[config.mk]
export PLATFORM = sky130hd
export DESIGN_NAME = terminal_line_editor_unit
export DESIGN_NICKNAME = d
export VERILOG_FILES = /design/src/hdl/tle_pkg.sv /design/src/hdl/terminal_line_editor_unit.sv /design/src/hdl/tle_ram.sv /design/src/hdl/tle_ctrl.sv /design/src/hdl/tle_dp.sv
export SDC_FILE = /design/constraint.sdc
export NUM_CORES = 1
export LEC_CHECK = 0
export ABC_AREA = 1
export BUFFER_PORTS_ARGS = -buffer_cell sky130_fd_sc_hd__buf_2
export CAP_MARGIN = 15
export CORE_UTILIZATION = 58
export CTS_BUF_LIST = sky130_fd_sc_hd__clkbuf_4 sky130_fd_sc_hd__clkbuf_8 sky130_fd_sc_hd__clkbuf_16
export DETAILED_ROUTE_END_ITERATION = 6
export PLACE_DENSITY = 0.74
export SYNTH_ARGS = -nofsm -noshare
export SYNTH_HDL_FRONTEND = slang
export SYNTH_SLANG_ARGS = --single-unit
[constraint.sdc]
create_clock -name clk -period 3.4 [get_ports clk]
set_input_delay 0.68 -clock clk [delete_from_list [all_inputs] [get_ports clk]]
set_output_delay 0.68 -clock clk [all_outputs]
set_load 0.01 [all_outputs]
[src/hdl/tle_pkg.sv]
// Shared types, character codes and the echo sequence table for the terminal line editor.
`default_nettype none

package tle_pkg;

	// Field widths of the request and result channels.
	localparam int BYTE_W = 8;
	localparam int KIND_W = 2;

	// Received characters with a meaning of their own.
	localparam logic [BYTE_W-1:0] CHR_CR    = 8'h0d;
	localparam logic [BYTE_W-1:0] CHR_ESC   = 8'h1b;
	localparam logic [BYTE_W-1:0] CHR_BS    = 8'h08;
	localparam logic [BYTE_W-1:0] CHR_LBRK  = 8'h5b;
	localparam logic [BYTE_W-1:0] CHR_LEFT  = 8'h44;
	localparam logic [BYTE_W-1:0] CHR_UP    = 8'h41;
	localparam logic [BYTE_W-1:0] CHR_DOWN  = 8'h42;
	localparam logic [BYTE_W-1:0] CHR_RIGHT = 8'h43;
	localparam logic [BYTE_W-1:0] CHR_SPACE = 8'h20;

	// Result kinds.
	localparam logic [KIND_W-1:0] KIND_ECHO  = 2'd0;
	localparam logic [KIND_W-1:0] KIND_LINE  = 2'd1;
	localparam logic [KIND_W-1:0] KIND_EMPTY = 2'd2;

	// Echo sequence indexes: cursor left is entries 0..2, backspace is 0..6.
	localparam int SEQ_W = 3;
	localparam logic [SEQ_W-1:0] SEQ_LEFT_END = 3'd2;
	localparam logic [SEQ_W-1:0] SEQ_BS_END   = 3'd6;

	// Escape decoder state.
	typedef enum logic [1:0] {
		MODE_NORMAL = 2'd0,
		MODE_ESC    = 2'd1,
		MODE_CSI    = 2'd2
	} mode_t;

	// What a request needs from the result side.
	typedef enum logic [2:0] {
		ACT_NONE  = 3'd0,
		ACT_ECHO  = 3'd1,
		ACT_EMPTY = 3'd2,
		ACT_LEFT  = 3'd3,
		ACT_BS    = 3'd4,
		ACT_LINE  = 3'd5
	} act_t;

	// Source of the next result loaded into the output register.
	typedef enum logic [1:0] {
		SRC_PEND = 2'd0,
		SRC_SEQ  = 2'd1,
		SRC_RAM  = 2'd2
	} src_t;

	// Commands from the controller to the datapath.
	typedef struct packed {
		logic take;
		logic load;
		src_t src;
	} cmd_t;

	// Status from the datapath to the controller.
	typedef struct packed {
		act_t act;
		logic slot_free;
		logic seq_last;
		logic rd_last;
	} sts_t;

	// Byte of the cursor-left / erase echo sequence at a given index.
	function automatic logic [BYTE_W-1:0] echo_byte(input logic [SEQ_W-1:0] idx);
		logic [BYTE_W-1:0] b;
		unique case (idx)
			3'd0, 3'd4: b = CHR_ESC;
			3'd1, 3'd5: b = CHR_LBRK;
			3'd2, 3'd6: b = CHR_LEFT;
			3'd3:       b = CHR_SPACE;
			default:    b = CHR_ESC;
		endcase
		return b;
	endfunction

endpackage

`default_nettype wire

[src/hdl/terminal_line_editor_unit.sv]
// Top level of the terminal line editor: controller, datapath and line store.
//
//  Channel   Signals                        Direction  Handshake
//  request   rx_byte                        in         in_valid / in_stall
//  result    kind, data, last               out        out_valid / out_stall
//
// An ordinary byte is taken and its echo is then loaded into the output register
// once the output slot is free. Cursor left gives three results, backspace seven,
// one a cycle from the echo sequence counter while the output is not stalled.
// A carriage return hands out N line bytes via the line store's registered read port.
// Reset clears the cursor, line length, escape state and output; the line store
// is not cleared. An output stall holds the result and pauses the sequencer.
`default_nettype none

module terminal_line_editor_unit
	import tle_pkg::*;
#(
	parameter int LINE_DEPTH = 32
) (
	input  wire logic              clk,
	input  wire logic              arst_n,
	input  wire logic              in_valid,
	output logic                   in_stall,
	input  wire logic [BYTE_W-1:0] rx_byte,
	output logic                   out_valid,
	input  wire logic              out_stall,
	output logic      [KIND_W-1:0] kind,
	output logic      [BYTE_W-1:0] data,
	output logic                   last
);

	cmd_t cmd;
	sts_t sts;

	tle_ctrl u_ctrl (
		.clk     (clk),
		.arst_n  (arst_n),
		.in_valid(in_valid),
		.in_stall(in_stall),
		.sts     (sts),
		.cmd     (cmd)
	);

	tle_dp #(
		.LINE_DEPTH(LINE_DEPTH)
	) u_dp (
		.clk      (clk),
		.arst_n   (arst_n),
		.rx_byte  (rx_byte),
		.cmd      (cmd),
		.sts      (sts),
		.out_valid(out_valid),
		.out_stall(out_stall),
		.kind     (kind),
		.data     (data),
		.last     (last)
	);

endmodule

`default_nettype wire

[src/hdl/tle_ram.sv]
// Generic single-port-write, single-port-read RAM with registered read data.
`default_nettype none

module tle_ram #(
	parameter int WIDTH = 8,
	parameter int DEPTH = 32,
	localparam int AW = $clog2(DEPTH)
) (
	input  wire logic             clk,
	input  wire logic             we,
	input  wire logic [AW-1:0]    waddr,
	input  wire logic [WIDTH-1:0] wdata,
	input  wire logic [AW-1:0]    raddr,
	output logic      [WIDTH-1:0] rdata
);

	logic [WIDTH-1:0] mem [DEPTH];

	// Write port and registered read port.
	always_ff @(posedge clk) begin
		if (we) begin
			mem[waddr] <= wdata;
		end
		rdata <= mem[raddr];
	end

endmodule

`default_nettype wire

[src/hdl/tle_ctrl.sv]
// Controller state machine: accepts requests and sequences their results.
`default_nettype none

module tle_ctrl
	import tle_pkg::*;
(
	input  wire logic clk,
	input  wire logic arst_n,
	input  wire logic in_valid,
	output logic      in_stall,
	input  wire sts_t sts,
	output cmd_t      cmd
);

	typedef enum logic [3:0] {
		ST_IDLE = 4'b0001,
		ST_EMIT = 4'b0010,
		ST_SEQ  = 4'b0100,
		ST_READ = 4'b1000
	} state_t;

	state_t state_q, state_d;

	// A new request is taken only while no result of the previous one is left to load.
	assign in_stall = (state_q != ST_IDLE);

	// Next state and commands.
	always_comb begin
		state_d  = state_q;
		cmd.take = 1'b0;
		cmd.load = 1'b0;
		cmd.src  = SRC_PEND;
		unique case (state_q)
			ST_IDLE: begin
				if (in_valid) begin
					cmd.take = 1'b1;
					unique case (sts.act)
						ACT_ECHO, ACT_EMPTY: state_d = ST_EMIT;
						ACT_LEFT, ACT_BS:    state_d = ST_SEQ;
						ACT_LINE:            state_d = ST_READ;
						default:             state_d = ST_IDLE;
					endcase
				end
			end
			ST_EMIT: begin
				cmd.src = SRC_PEND;
				if (sts.slot_free) begin
					cmd.load = 1'b1;
					state_d  = ST_IDLE;
				end
			end
			ST_SEQ: begin
				cmd.src = SRC_SEQ;
				if (sts.slot_free) begin
					cmd.load = 1'b1;
					if (sts.seq_last) begin
						state_d = ST_IDLE;
					end
				end
			end
			ST_READ: begin
				cmd.src = SRC_RAM;
				if (sts.slot_free) begin
					cmd.load = 1'b1;
					if (sts.rd_last) begin
						state_d = ST_IDLE;
					end
				end
			end
			default: state_d = ST_IDLE;
		endcase
	end

	// State register.
	always_ff @(posedge clk or negedge arst_n) begin
		if (!arst_n) begin
			state_q <= ST_IDLE;
		end else begin
			state_q <= state_d;
		end
	end

endmodule

`default_nettype wire

[src/hdl/tle_dp.sv]
// Datapath: editing state, request decoder, line store and output register.
`default_nettype none

module tle_dp
	import tle_pkg::*;
#(
	parameter int LINE_DEPTH = 32
) (
	input  wire logic              clk,
	input  wire logic              arst_n,
	input  wire logic [BYTE_W-1:0] rx_byte,
	input  wire cmd_t              cmd,
	output sts_t                   sts,
	output logic                   out_valid,
	input  wire logic              out_stall,
	output logic      [KIND_W-1:0] kind,
	output logic      [BYTE_W-1:0] data,
	output logic                   last
);

	localparam int AW = $clog2(LINE_DEPTH);
	localparam logic [AW-1:0] CUR_MAX = AW'(LINE_DEPTH - 1);

	mode_t             mode_q, mode_d;
	logic [AW-1:0]     cursor_q, cursor_d, cursor_inc;
	logic [AW-1:0]     length_q, length_d;
	logic [AW-1:0]     rd_q, end_q, raddr;
	logic [SEQ_W-1:0]  seq_q;
	logic              bs_q;
	logic [KIND_W-1:0] pend_kind_q;
	logic [BYTE_W-1:0] pend_data_q;
	logic [BYTE_W-1:0] ram_rdata;
	logic              wr_en;
	logic              out_valid_q;
	logic [KIND_W-1:0] kind_q;
	logic [BYTE_W-1:0] data_q;
	logic              last_q;
	logic              load_ram;
	act_t              act;

	assign cursor_inc = cursor_q + 1'b1;

	// Decode the offered byte against the current editing state.
	always_comb begin
		cursor_d = cursor_q;
		length_d = length_q;
		mode_d   = mode_q;
		act      = ACT_NONE;
		wr_en    = 1'b0;
		if (rx_byte == CHR_CR) begin
			act      = (length_q == '0) ? ACT_EMPTY : ACT_LINE;
			cursor_d = '0;
			length_d = '0;
			mode_d   = MODE_NORMAL;
		end else if (mode_q == MODE_ESC) begin
			if (rx_byte == CHR_LBRK) begin
				mode_d = MODE_CSI;
			end else begin
				cursor_d = '0;
				length_d = '0;
				mode_d   = MODE_NORMAL;
			end
		end else if (mode_q == MODE_CSI) begin
			mode_d = MODE_NORMAL;
			if (rx_byte == CHR_LEFT) begin
				if (cursor_q != '0) begin
					cursor_d = cursor_q - 1'b1;
					act      = ACT_LEFT;
				end
			end else if (rx_byte != CHR_UP && rx_byte != CHR_DOWN &&
				rx_byte != CHR_RIGHT) begin
				cursor_d = '0;
				length_d = '0;
			end
		end else begin
			mode_d = MODE_NORMAL;
			if (rx_byte == CHR_ESC) begin
				mode_d = MODE_ESC;
			end else if (rx_byte == CHR_BS) begin
				if (cursor_q != '0) begin
					cursor_d = cursor_q - 1'b1;
					if (length_q != '0) begin
						length_d = length_q - 1'b1;
					end
					act = ACT_BS;
				end
			end else begin
				// Ordinary byte: store it; a full line is dropped without echo.
				wr_en = 1'b1;
				if (cursor_q == CUR_MAX) begin
					cursor_d = '0;
					length_d = '0;
				end else begin
					cursor_d = cursor_inc;
					if (cursor_inc > length_q) begin
						length_d = cursor_inc;
					end
					act = ACT_ECHO;
				end
			end
		end
	end

	// Editing state, updated when a request is taken.
	always_ff @(posedge clk or negedge arst_n) begin
		if (!arst_n) begin
			mode_q   <= MODE_NORMAL;
			cursor_q <= '0;
			length_q <= '0;
		end else if (cmd.take) begin
			mode_q   <= mode_d;
			cursor_q <= cursor_d;
			length_q <= length_d;
		end
	end

	// Per-request result context and sequence counters.
	always_ff @(posedge clk) begin
		if (cmd.take) begin
			pend_kind_q <= (act == ACT_EMPTY) ? KIND_EMPTY : KIND_ECHO;
			pend_data_q <= (act == ACT_EMPTY) ? '0 : rx_byte;
			end_q       <= length_q - 1'b1;
			bs_q        <= (act == ACT_BS);
			seq_q       <= '0;
			rd_q        <= '0;
		end else if (cmd.load) begin
			if (cmd.src == SRC_SEQ) begin
				seq_q <= seq_q + 1'b1;
			end
			if (cmd.src == SRC_RAM) begin
				rd_q <= rd_q + 1'b1;
			end
		end
	end

	// Read address runs one step ahead so the registered read keeps pace.
	assign load_ram = cmd.load && (cmd.src == SRC_RAM);
	always_comb begin
		if (cmd.take) begin
			raddr = '0;
		end else if (load_ram) begin
			raddr = rd_q + 1'b1;
		end else begin
			raddr = rd_q;
		end
	end

	tle_ram #(
		.WIDTH(BYTE_W),
		.DEPTH(LINE_DEPTH)
	) u_line_ram (
		.clk  (clk),
		.we   (cmd.take && wr_en),
		.waddr(cursor_q),
		.wdata(rx_byte),
		.raddr(raddr),
		.rdata(ram_rdata)
	);

	// Output register valid.
	always_ff @(posedge clk or negedge arst_n) begin
		if (!arst_n) begin
			out_valid_q <= 1'b0;
		end else if (cmd.load) begin
			out_valid_q <= 1'b1;
		end else if (!out_stall) begin
			out_valid_q <= 1'b0;
		end
	end

	// Output register payload.
	always_ff @(posedge clk) begin
		if (cmd.load) begin
			unique case (cmd.src)
				SRC_SEQ: begin
					kind_q <= KIND_ECHO;
					data_q <= echo_byte(seq_q);
					last_q <= (seq_q == (bs_q ? SEQ_BS_END : SEQ_LEFT_END));
				end
				SRC_RAM: begin
					kind_q <= KIND_LINE;
					data_q <= ram_rdata;
					last_q <= (rd_q == end_q);
				end
				default: begin
					kind_q <= pend_kind_q;
					data_q <= pend_data_q;
					last_q <= 1'b1;
				end
			endcase
		end
	end

	assign out_valid = out_valid_q;
	assign kind      = kind_q;
	assign data      = data_q;
	assign last      = last_q;

	// Status to the controller.
	assign sts.act       = act;
	assign sts.slot_free = !out_valid_q || !out_stall;
	assign sts.seq_last  = (seq_q == (bs_q ? SEQ_BS_END : SEQ_LEFT_END));
	assign sts.rd_last   = (rd_q == end_q);

endmodule

`default_nettype wire

# --- Word level (Yosys, flattened, before mapping) ---
# Memories as Yosys holds them, arrays and structs flattened. A register that Yosys moved wholly into a read port is not among the register bits.
# Index checks and enable logic that the tools add are counted.
word_totals:
  inputBits: 12
  n_memories: 1
  output_inout_bits: 13
  ram_bits: 256
  word_cells: 149
  register_bits: 52
memory_table:
  columns: ["name", "words", "word_bits", "rd", "rd_clocked_by_memory_dff", "wr", "line_no", "text"]
  rows:
  - ["u_dp.u_line_ram.mem", 32, 8, 1, 1, 1, "tle_ram.sv:17", "logic [WIDTH-1:0] mem [DEPTH];"]
classes:
  n_eq_ne: 44
  reduce_logical: 20
  muxes: 64
  magnitude_cmp: 1
  addsub: 5
ops:
  columns: ["operator", "n"]
  rows:
  - ["$mux 5", 22]
  - ["$mux 3", 9]
  - ["$mux 4", 6]
  - ["$ne 8x7->1 const B", 3]
  - ["$pmux 7 s3", 1]
  - ["$eq 8x4->1 const B", 2]
  - ["$eq 8x7->1 const B", 2]
  - ["$pmux 4 s4", 1]
  - ["$pmux 8 s2", 1]
  - ["$mux 1", 14]
  - ["$eq 3x2->1 const B", 4]
  - ["$eq 3x3->1 const B", 4]
  - ["$mux 2", 6]
  - ["$ne 2x2->1 const B", 6]
  - ["$pmux 4 s3", 1]
  - ["$add 5x1->5 const B", 2]
  - ["$reduce_bool 5->1", 2]
  - ["$sub 5x1->5 const B", 2]
  - ["$pmux 3 s3", 1]
  - ["$eq 8x5->1 const B", 1]
  - ["$ne 4x1->1 const B", 2]
  - ["$ne 4x2->1 const B", 2]
  - ["$reduce_and 8->1", 1]
  - ["$reduce_or 2->1", 4]
  - ["other kinds (27)", 35]

# --- Depth between registers and ports, before layout ---
# Gate-level depths: netlist (run 1).
logic_depth:
  word_depth: 12
  depth_mapped: 18
  ltp_nobuf: 16

# --- Hierarchy ---
# From an unflattened synthesis (run 1), not the netlist that was laid out.
unflattened:
  cells_unflattened: 1356
  area_unflattened_um2: 14148.6
modules_own_cells:
  columns: ["mod", "cells_each", "n_inst", "seq_area_each_um2", "area_each_um2"]
  rows:
  - ["tle_ram", 922, 1, 7847.5, 10786.6]
  - ["tle_dp", 376, 1, 1266.2, 3000.4]
  - ["tle_ctrl", 58, 1, 101.3, 361.6]

# --- Least setup slack after synthesis (run 1) ---
# OpenSTA, ideal clock, no wires.
synth_path:
  kind: "in2reg"
  start: "input in_valid"
  end: "memory u_dp.u_line_ram.mem[0][0], enable pin"
  required_time_ns: 3.030
  path_stages: 7
  setup_time_ns: 0.370
  n_path_buf: 3
  path_slack_ns: 0.853
  arrival_ns: 2.177
  path_cell_list: "nand4_1 buf_2 buf_2 buf_2 nor3_2 nand2_1 nor2_1"
synth_between:
  elab_chain_len: 5
synth_lines:
  columns: ["item", "line_no", "text"]
  rows:
  - ["start: declaration", "terminal_line_editor_unit.sv:22", "input wire logic in_valid,"]
  - ["$mux 1", "tle_ctrl.sv:35", "if (in_valid) begin"]
  - ["$mux 1", "tle_ctrl.sv:33", "unique case (state_q)"]
  - ["$logic_and 1x1->1", "tle_dp.sv:153", ".we (cmd.take && wr_en),"]
  - ["$mux 1", "tle_ram.sv:21", "if (we) begin"]
  - ["$mux 1 (not written as such)", "tle_ram.sv:22", "mem[waddr] <= wdata;"]
  - ["end: declaration", "tle_ram.sv:17", null]
# Every way passes these cells.

# --- Worst setup path in the final report (run 1) ---
layout_path:
  start: "register u_ctrl.state_q[3]"
  end: "register u_dp.u_line_ram.rdata[3], read port of u_dp.u_line_ram.mem"
layout_between:
  elab_chain_len: 6
  elab_cells_between_ends: 10
  cone_classes: "eq/ne (5); mux (4); reduce/logical (1)"
layout_lines:
  columns: ["item", "line_no", "text"]
  rows:
  - ["start: declaration", "tle_ctrl.sv:22", "state_t state_q, state_d;"]
  - ["start signal: assignment", "tle_ctrl.sv:79", "state_q <= state_d;"]
  - ["$eq 4x4->1, or another cell as far along", "tle_ctrl.sv:33", null]
  - ["$pmux 3 s3", "tle_ctrl.sv:33", null]
  - ["$eq 2x2->1", "tle_dp.sv:137", "assign load_ram = cmd.load && (cmd.src == SRC_RAM);"]
  - ["$logic_and 1x1->1", "tle_dp.sv:137", null]
  - ["$mux 5", "tle_dp.sv:141", "end else if (load_ram) begin"]
  - ["$mux 5 *", "tle_dp.sv:139", "if (cmd.take) begin"]
  - ["end: declaration", "tle_ram.sv:14", "output logic [WIDTH-1:0] rdata"]
# Mark *: on every way between the ends. The rest lies on a longest branch, timed or not.
# A chain may end at the register's enable or synchronous reset.

==> reports/results.txt, run 1 <==
Power per cell area - 565.1 nW/µm²
Worst slack, placed - 0.1702 ns
GP Congestion - 0.9402
Max-Cap Viols - 0
Share of layout cells above drive strength 1 - 9.009%
Maximum fanout along the worst path - 64
Initial Util - 59.10%
Register area share after synthesis - 61.92%
DR pass1 iterations - 5
CP arrival - 3.58 ns
IO Pins - 25
Worst vdd ir - 373.7 µV
# DRC - 0
Hold Crit Class - in -> async
Top delay family on crit path - simple AND/OR/NAND/NOR gates
Routed wire per std cell - 18.43 µm
Crit path depth - 14
CTS clk-pin slew, worst paths - 0.06 ns
Setup ws final - 0.2669 ns
# nets final - 1570
Setup TNS - 0 ns
Final setup fails - 0
# Post-CTS Setup Buffers - 0
Most frequent cells in the layout - nand3_1, nand2_1, edfxtp_1
#FFs+latches synth - 315
Worst slew pin tran - 0.7614 ns
WP data required - 3.84 ns
Rows - 58
Die Wd - 162.2 µm
Clock buffer depth - 3
Synth top area share - 56.90%
R2R setup slack - 0.27 ns
Initial antenna violation count - 0
Slew HR - 49.24%
Initial drt markers - 1078
CP cell instances - inv_1 > nor2_1 > nand2_1 > inv_1 > ha_1 > nand4_1 > nand3_2 > buf_4 > nand3_1 > nand3_1 > nand3_1 > nand2_1 > nand2_1 > nand2_1
Cell mode on critical path - nand2_1
Reg2Reg Depth - 14
Final worst path period need - 3.133 ns
Gr ovfl total - 0
Root Buffer - clkbuf_16
Crit Path Class - reg -> reg
Top post-synthesis cells by area - edfxtp_1, nand3_1, nand2_1, inv_1, dfrtp_1
Final WL - 34720 µm
Post-DP HPWL - 21840 µm
Fmax - 0.3192 GHz
Post-Syn Nets - 1539
Slowest-stage cell, CP - buf_4
Unrepaired setup endpoints after global routing - no
RR Startpoint - u_ctrl.state_q[3]$_DFFE_PN0P_
Max-slew violations - 0
Status - finished, final reports clean
Final hold violation count - 0
Via count - 10389
Max Clock Skew - 0.02219 ns
Worst stage delay on the critical path - 0.60 ns
Mapped cell area - 14880 µm²
Filler cells - 1974
Post-synthesis cell count - 1502
Vias per cell - 5.514
Die Height - 162.2 µm
Leakage power - 7.047 nW
First-pass GRT wire length - 54190 µm
GRT Util Overall - 27.31%
Area Growth Syn to Fin - 10.43%
H-tree depth - 2
Crit path launch type - flip-flop
Clk sink count - 315
Syn avg cell area - 9.908 µm²
PostCTS Resize Cnt - 0
CTS tree - built
Vias in the first global route - 10156
Critical R2R Capture - u_dp.u_line_ram.rdata[3]$_DFF_P_
DIE AREA - 26300 µm²
Most common cell after layout, fill and taps aside - nand3_1
Total CTS buffers - 34
Tcrit/Tclk final - 92.15%
Area leader, netlist - edfxtp_1
Kind of end point of the critical path - flip-flop
Port Buffers - 24
Core ar. - 25180 µm²
Worst Path Buf+Inv - 3
Clock latency on the worst-skew pair - 0.50 ns
Largest net degree at the start of global routing - 81
Unique masters post-synth - 43
Routed Antenna Nets - 0
Antenna Diode Count - 0
Hold buffer count at CTS - 0
Synth warn - 0
[report_power, final]
group / switching [mW] / internal (mW)
combinational: 0.878 / 0.359
clock: 1.44 / 2.10
sequential: 0.0909 / 4.42
[routing by layer]
metal	global-route usage (%)	share of wire, %	up-vias
li1	-	-	5000
met1	37.06	42	4905
met2	45.16	48	411
met3	4.597	7.7	73
met4	8.448	2.3	0
met5	0	0	-
[area by class of cell]
type | instances | area [µm²] | share of cell area (%)
Clock buffer | 44 | 973.4 | 5.924
Clock inverter | 13 | 95.09 | 0.5786
Inverter | 289 | 1085 | 6.601
Multi-Input combinational cell | 829 | 4169 | 25.37
Sequential cell | 315 | 9215 | 56.08
Tap cell | 330 | 412.9 | 2.513
Timing Repair Buffer | 64 | 483.0 | 2.939
[worst max-delay path by stage]
| stage | startpoint | endpoint | slack [ns] |
|---|---|---|---|
| 2_1_floorplan | in_valid | u_dp.u_line_ram.mem[0][0]$_DFFE_PP_ | 0.85 |
| 5_1_grt | u_ctrl.state_q[2]$_DFFE_PN0P_ | u_dp.u_line_ram.rdata[4]$_DFF_P_ | 0.0002 |
| 3_5_place_dp | rx_byte[6] | u_dp.u_line_ram.mem[1][3]$_DFFE_PP_ | 0.17 |
| 6_report | u_ctrl.state_q[3]$_DFFE_PN0P_ | u_dp.u_line_ram.rdata[3]$_DFF_P_ | 0.27 |
| 3_3_place_gp | rx_byte[6] | u_dp.u_line_ram.mem[1][3]$_DFFE_PP_ | 0.30 |
| 4_1_cts | u_ctrl.state_q[2]$_DFFE_PN0P_ | u_dp.u_line_ram.rdata[3]$_DFF_P_ | 0.39 |
[worst reg2reg max path, stage by stage, from the launching register on]
cell     delay [ns]
dfrtp_1        0.39
inv_1          0.05
nor2_1         0.12
nand2_1        0.14
inv_1          0.13
ha_1           0.46
nand4_1        0.17
nand3_2        0.12
buf_4          0.60
nand3_1        0.29
nand3_1        0.16
nand3_1        0.19
nand2_1        0.12
nand2_1        0.05
nand2_1        0.06
[kinds of logic (layout without fill, tap and decap cells)]
logic type,Yosys count,in the layout,synth area share [%]
xor gates and xnor gates,14,14,0.8239
DFF,315,315,61.92
adders and majority gates,25,25,2.102
muxes,1,1,0.06726
and+or+nand+nor,732,732,22.67
AOI/OAI and AO/OA,57,57,2.253
buffers and inverters,358,410,10.16
[flip-flops by register name, indices dropped and copies added, names as in the netlist]
signal	flops
u_dp.length_q	5
u_dp.end_q	5
u_dp.bs_q	1
u_dp.mode_q	2
u_dp.rd_q	5
u_dp.cursor_q	5
u_dp.pend_data_q	8
u_dp.out_valid	1
u_dp.seq_q	3
u_dp.kind	2
u_dp.last	1
u_dp.u_line_ram.mem	256
u_ctrl.state_q	4
u_dp.data	8
u_dp.u_line_ram.rdata	8
u_dp.pend_kind_q	1
[metrics by stage]
stage / instance area, µm² / util, % / cells / total power, mW / hold slack, ns
floorplan: 14880 / - / 1502 / 5.382 / 0.3844
global placement: 15360 / 61.02 / 1827 / 5.783 / 0.4612
detailed placement: 15360 / 61.02 / 1827 / 5.812 / 0.4637
CTS: 16430 / 65.26 / 1884 / 9.320 / 0.1165
global route: 16430 / 65.26 / 1884 / 9.639 / 0.1289
finish: 16430 / 65.26 / 1884 / 9.286 / 0.1060
[cells in the mapped netlist, drive strengths merged]
| library cell | n |
|---|---|
| clkinv | 2 |
| nor2 | 74 |
| xnor2 | 4 |
| a31oi | 2 |
| o31ai | 1 |
| nor3b | 2 |
| o2bb2ai | 1 |
| a211oi | 1 |
| nand2 | 294 |
| edfxtp | 282 |
| a21o | 1 |
| buf | 51 |
| a22o | 1 |
| dfstp | 1 |
| mux2i | 1 |
| nand3 | 311 |
| nand4 | 7 |
| xor2 | 10 |
| o21ai | 28 |
| a41oi | 1 |
| nor3 | 10 |
| o22ai | 3 |
| and3 | 1 |
| a21oi | 17 |
| inv | 287 |
| o21bai | 1 |
| ha | 25 |
| dfrtp | 16 |
| dfxtp | 16 |
| nor4 | 1 |
| clkbuf | 18 |
| nand3b | 32 |
Note: power is estimated with default switching activity, not from simulation.
==> inputs of run 2 (changes only) <==
--- a/config.mk
+++ b/config.mk
@@ -8,6 +8,7 @@
 export ABC_AREA = 1
 export BUFFER_PORTS_ARGS = -buffer_cell sky130_fd_sc_hd__buf_2
 export CAP_MARGIN = 15
+export CORE_ASPECT_RATIO = 1.4
 export CORE_UTILIZATION = 58
 export CTS_BUF_LIST = sky130_fd_sc_hd__clkbuf_4 sky130_fd_sc_hd__clkbuf_8 sky130_fd_sc_hd__clkbuf_16
 export DETAILED_ROUTE_END_ITERATION = 6
==> run 2 against run 1 <==
Effect of this change: worst hold slack lost 0.042 ns; sequential power about the same; flip-flop and latch count stayed put; utilization shrank 0.11 points; critical path depth is 1 higher; non-clock buffer count up 22; via count rose by 1.5%; cell count rose by 0.32%; critical path type unchanged; largest cell class unchanged.
==> reports/results.txt, run 2 (synthesis results as in run 1) <==
Status - finished, final reports clean (unchanged)
Worst slack, placed - 0.4075 ns (was 0.1702 ns)
Initial Util - 58.83% (was 59.10%)
Largest Register - u_dp.u_line_ram.mem (unchanged)
Largest net degree at the start of global routing - 68 (was 81)
Die Height - 191.5 µm (was 162.2 µm)
Setup ws final - 0.3332 ns (was 0.2669 ns)
Kind of end point of the critical path - flip-flop (unchanged)
Final worst path period need - 3.067 ns (was 3.133 ns)
Worst vdd ir - 442.1 µV (was 373.7 µV)
GP Congestion - 0.9130 (was 0.9402)
Met3 usage - 3.182% (was 4.597%)
Initial drt markers - 918 (was 1078)
Max-slew violations - 0 (unchanged)
Area Growth Syn to Fin - 10.74% (was 10.43%)
Leakage power - 7.115 nW (was 7.047 nW)
WP data required - 3.83 ns (was 3.84 ns)
Critical R2R Capture - u_dp.u_line_ram.rdata[7]$_DFF_P_ (was u_dp.u_line_ram.rdata[3]$_DFF_P_)
Worst stage delay on the critical path - 0.47 ns (was 0.60 ns)
Routed Antenna Nets - 0 (unchanged)
Total CTS buffers - 29 (was 34)
Most frequent cells in the layout - nand3_1, nand2_1, edfxtp_1 (unchanged)
Crit path launch type - flip-flop (unchanged)
DIE AREA - 26310 µm² (was 26300 µm²)
Port Buffers - 24 (unchanged)
PostCTS Resize Cnt - 0 (unchanged)
Fmax - 0.3261 GHz (was 0.3192 GHz)
Clock buffer depth - 3 (unchanged)
Maximum fanout along the worst path - 43 (was 64)
DR pass1 iterations - 6 (was 5)
# nets final - 1587 (was 1570)
Die Wd - 137.4 µm (was 162.2 µm)
H-tree depth - 1 (was 2)
Max Clock Skew - 0.01238 ns (was 0.02219 ns)
Slowest-stage cell, CP - ha_1 (was buf_4)
Vias per cell - 5.580 (was 5.514)
# DRC - 0 (unchanged)
Vias in the first global route - 10279 (was 10156)
Final setup fails - 0 (unchanged)
RR Startpoint - u_ctrl.state_q[3]$_DFFE_PN0P_ (unchanged)
Share of layout cells above drive strength 1 - 10.06% (was 9.009%)
CP cell instances - inv_1 > nor2_1 > nand2_1 > inv_1 > ha_1 > nand4_1 > nand2_2 > buf_4 > nand3_1 > nand3_1 > nand3_1 > nand3_1 > nand2_1 > nand2_1 > nand2_1 (was inv_1 > nor2_1 > nand2_1 > inv_1 > ha_1 > nand4_1 > nand3_2 > buf_4 > nand3_1 > nand3_1 > nand3_1 > nand2_1 > nand2_1 > nand2_1)
Antenna Diode Count - 0 (unchanged)
Core ar. - 25300 µm² (was 25180 µm²)
Hold buffer count at CTS - 0 (unchanged)
Slew HR - 58.42% (was 49.24%)
Hold Crit Class - in -> async (unchanged)
Gr busiest metal - met2 (unchanged)
First-pass GRT wire length - 55500 µm (was 54190 µm)
Top delay family on crit path - simple AND/OR/NAND/NOR gates (unchanged)
Met2 Track Usage GR - 48.16% (was 45.16%)
Gr ovfl total - 0 (unchanged)
Filler cells - 1933 (was 1974)
Root Buffer - clkbuf_16 (unchanged)
Final WL - 35390 µm (was 34720 µm)
Post-DP HPWL - 23060 µm (was 21840 µm)
GRT Util Overall - 28.34% (was 27.31%)
Routed wire per std cell - 18.72 µm (was 18.43 µm)
Clk sink count - 315 (unchanged)
Multi-input logic area - 4169 µm² (unchanged)
Clock latency on the worst-skew pair - 0.55 ns (was 0.50 ns)
CTS clk-pin slew, worst paths - 0.06 ns (about the same)
Initial antenna violation count - 0 (unchanged)
IO Pins - 25 (unchanged)
Setup TNS - 0 ns (unchanged)
Crit Path Class - reg -> reg (unchanged)
Worst Path Buf+Inv - 3 (unchanged)
Unrepaired setup endpoints after global routing - no (unchanged)
Max-Cap Viols - 0 (unchanged)
Register area - 9215 µm² (unchanged)
Power per cell area - 545.2 nW/µm² (was 565.1 nW/µm²)
# Post-CTS Setup Buffers - 0 (unchanged)
CP arrival - 3.50 ns (was 3.58 ns)
Worst slew pin tran - 0.6213 ns (was 0.7614 ns)
Max reg flops - 256 (unchanged)
Most common cell after layout, fill and taps aside - nand3_1 (unchanged)
CTS tree - built (unchanged)
Via count - 10546 (was 10389)
Reg2Reg Depth - 15 (was 14)
Tcrit/Tclk final - 90.20% (was 92.15%)
Rows - 69 (was 58)
Final hold violation count - 0 (unchanged)
R2R setup slack - 0.33 ns (was 0.27 ns)
Grt met1 use - 34.94% (was 37.06%)
[run 2: cell count changes in the layout (fill, tap and decap cells not counted), moves of 2 or more]
cell,previous run,this run
clkbuf_16,36,29
buf_4,35,55
clkbuf_4,6,9
clkbuf_8,2,0
buf_12,5,7
bufinv_16,1,3
clkinvlp_4,0,2
[run 2: routing by layer]
layer  vias to the layer above  wire length [µm]
li1                       5022                 -
met1                      4990             13420
met2                       428             17740
met3                       106              2200
met4                         0              2021
met5                         -                 0
[run 2: worst max path at each step]
stage	startpoint	to	slack [ns]	cells past startpoint
6_report	u_ctrl.state_q[3]$_DFFE_PN0P_	u_dp.u_line_ram.rdata[7]$_DFF_P_	0.33	15
3_5_place_dp	rx_byte[3]	u_dp.u_line_ram.mem[30][0]$_DFFE_PP_	0.41	10
2_1_floorplan	in_valid	u_dp.u_line_ram.mem[0][0]$_DFFE_PP_	0.85	7
3_3_place_gp	rx_byte[3]	u_dp.u_line_ram.mem[18][7]$_DFFE_PP_	0.46	10
5_1_grt	u_ctrl.state_q[3]$_DFFE_PN0P_	u_dp.u_line_ram.rdata[7]$_DFF_P_	0.13	16
4_1_cts	u_ctrl.state_q[3]$_DFFE_PN0P_	u_dp.u_line_ram.rdata[7]$_DFF_P_	0.40	15
[run 2: report_power, final]
part | switching [mW] | total (mW) | internal (mW)
registers | 0.0938 | 4.51 | 4.42
clock network | 1.35 | 3.21 | 1.86
logic | 0.893 | 1.26 | 0.366
[run 2: final cells by class]
type	count	area share [%]
Clock inverter	14	0.8807
Multi-Input combinational cell	829	25.30
Inverter	289	6.583
Timing Repair Buffer	86	4.085
Tap cell	319	2.422
Sequential cell	315	55.92
Clock buffer	38	4.814
[run 2: through the flow]
stage / area (µm²) / total power, mW / hold slack, ns / util, % / std cells
floorplan: 14880 / 5.382 / 0.3844 / - / 1502
global placement: 15540 / 5.807 / 0.4559 / 61.44 / 1838
detailed placement: 15540 / 5.832 / 0.4683 / 61.44 / 1838
CTS: 16480 / 8.998 / 0.06981 / 65.15 / 1890
global route: 16480 / 9.308 / 0.08371 / 65.15 / 1890
finish: 16480 / 8.984 / 0.06352 / 65.15 / 1890
[run 2: worst reg2reg max path, cell delays in order, from the launching register on]
cell and delay [ns]:
dfrtp_1 0.40, inv_1 0.06, nor2_1 0.12, nand2_1 0.13, inv_1 0.13, ha_1 0.47
nand4_1 0.17, nand2_2 0.11, buf_4 0.43, nand3_1 0.21, nand3_1 0.13, nand3_1 0.15
nand3_1 0.19, nand2_1 0.12, nand2_1 0.08, nand2_1 0.06
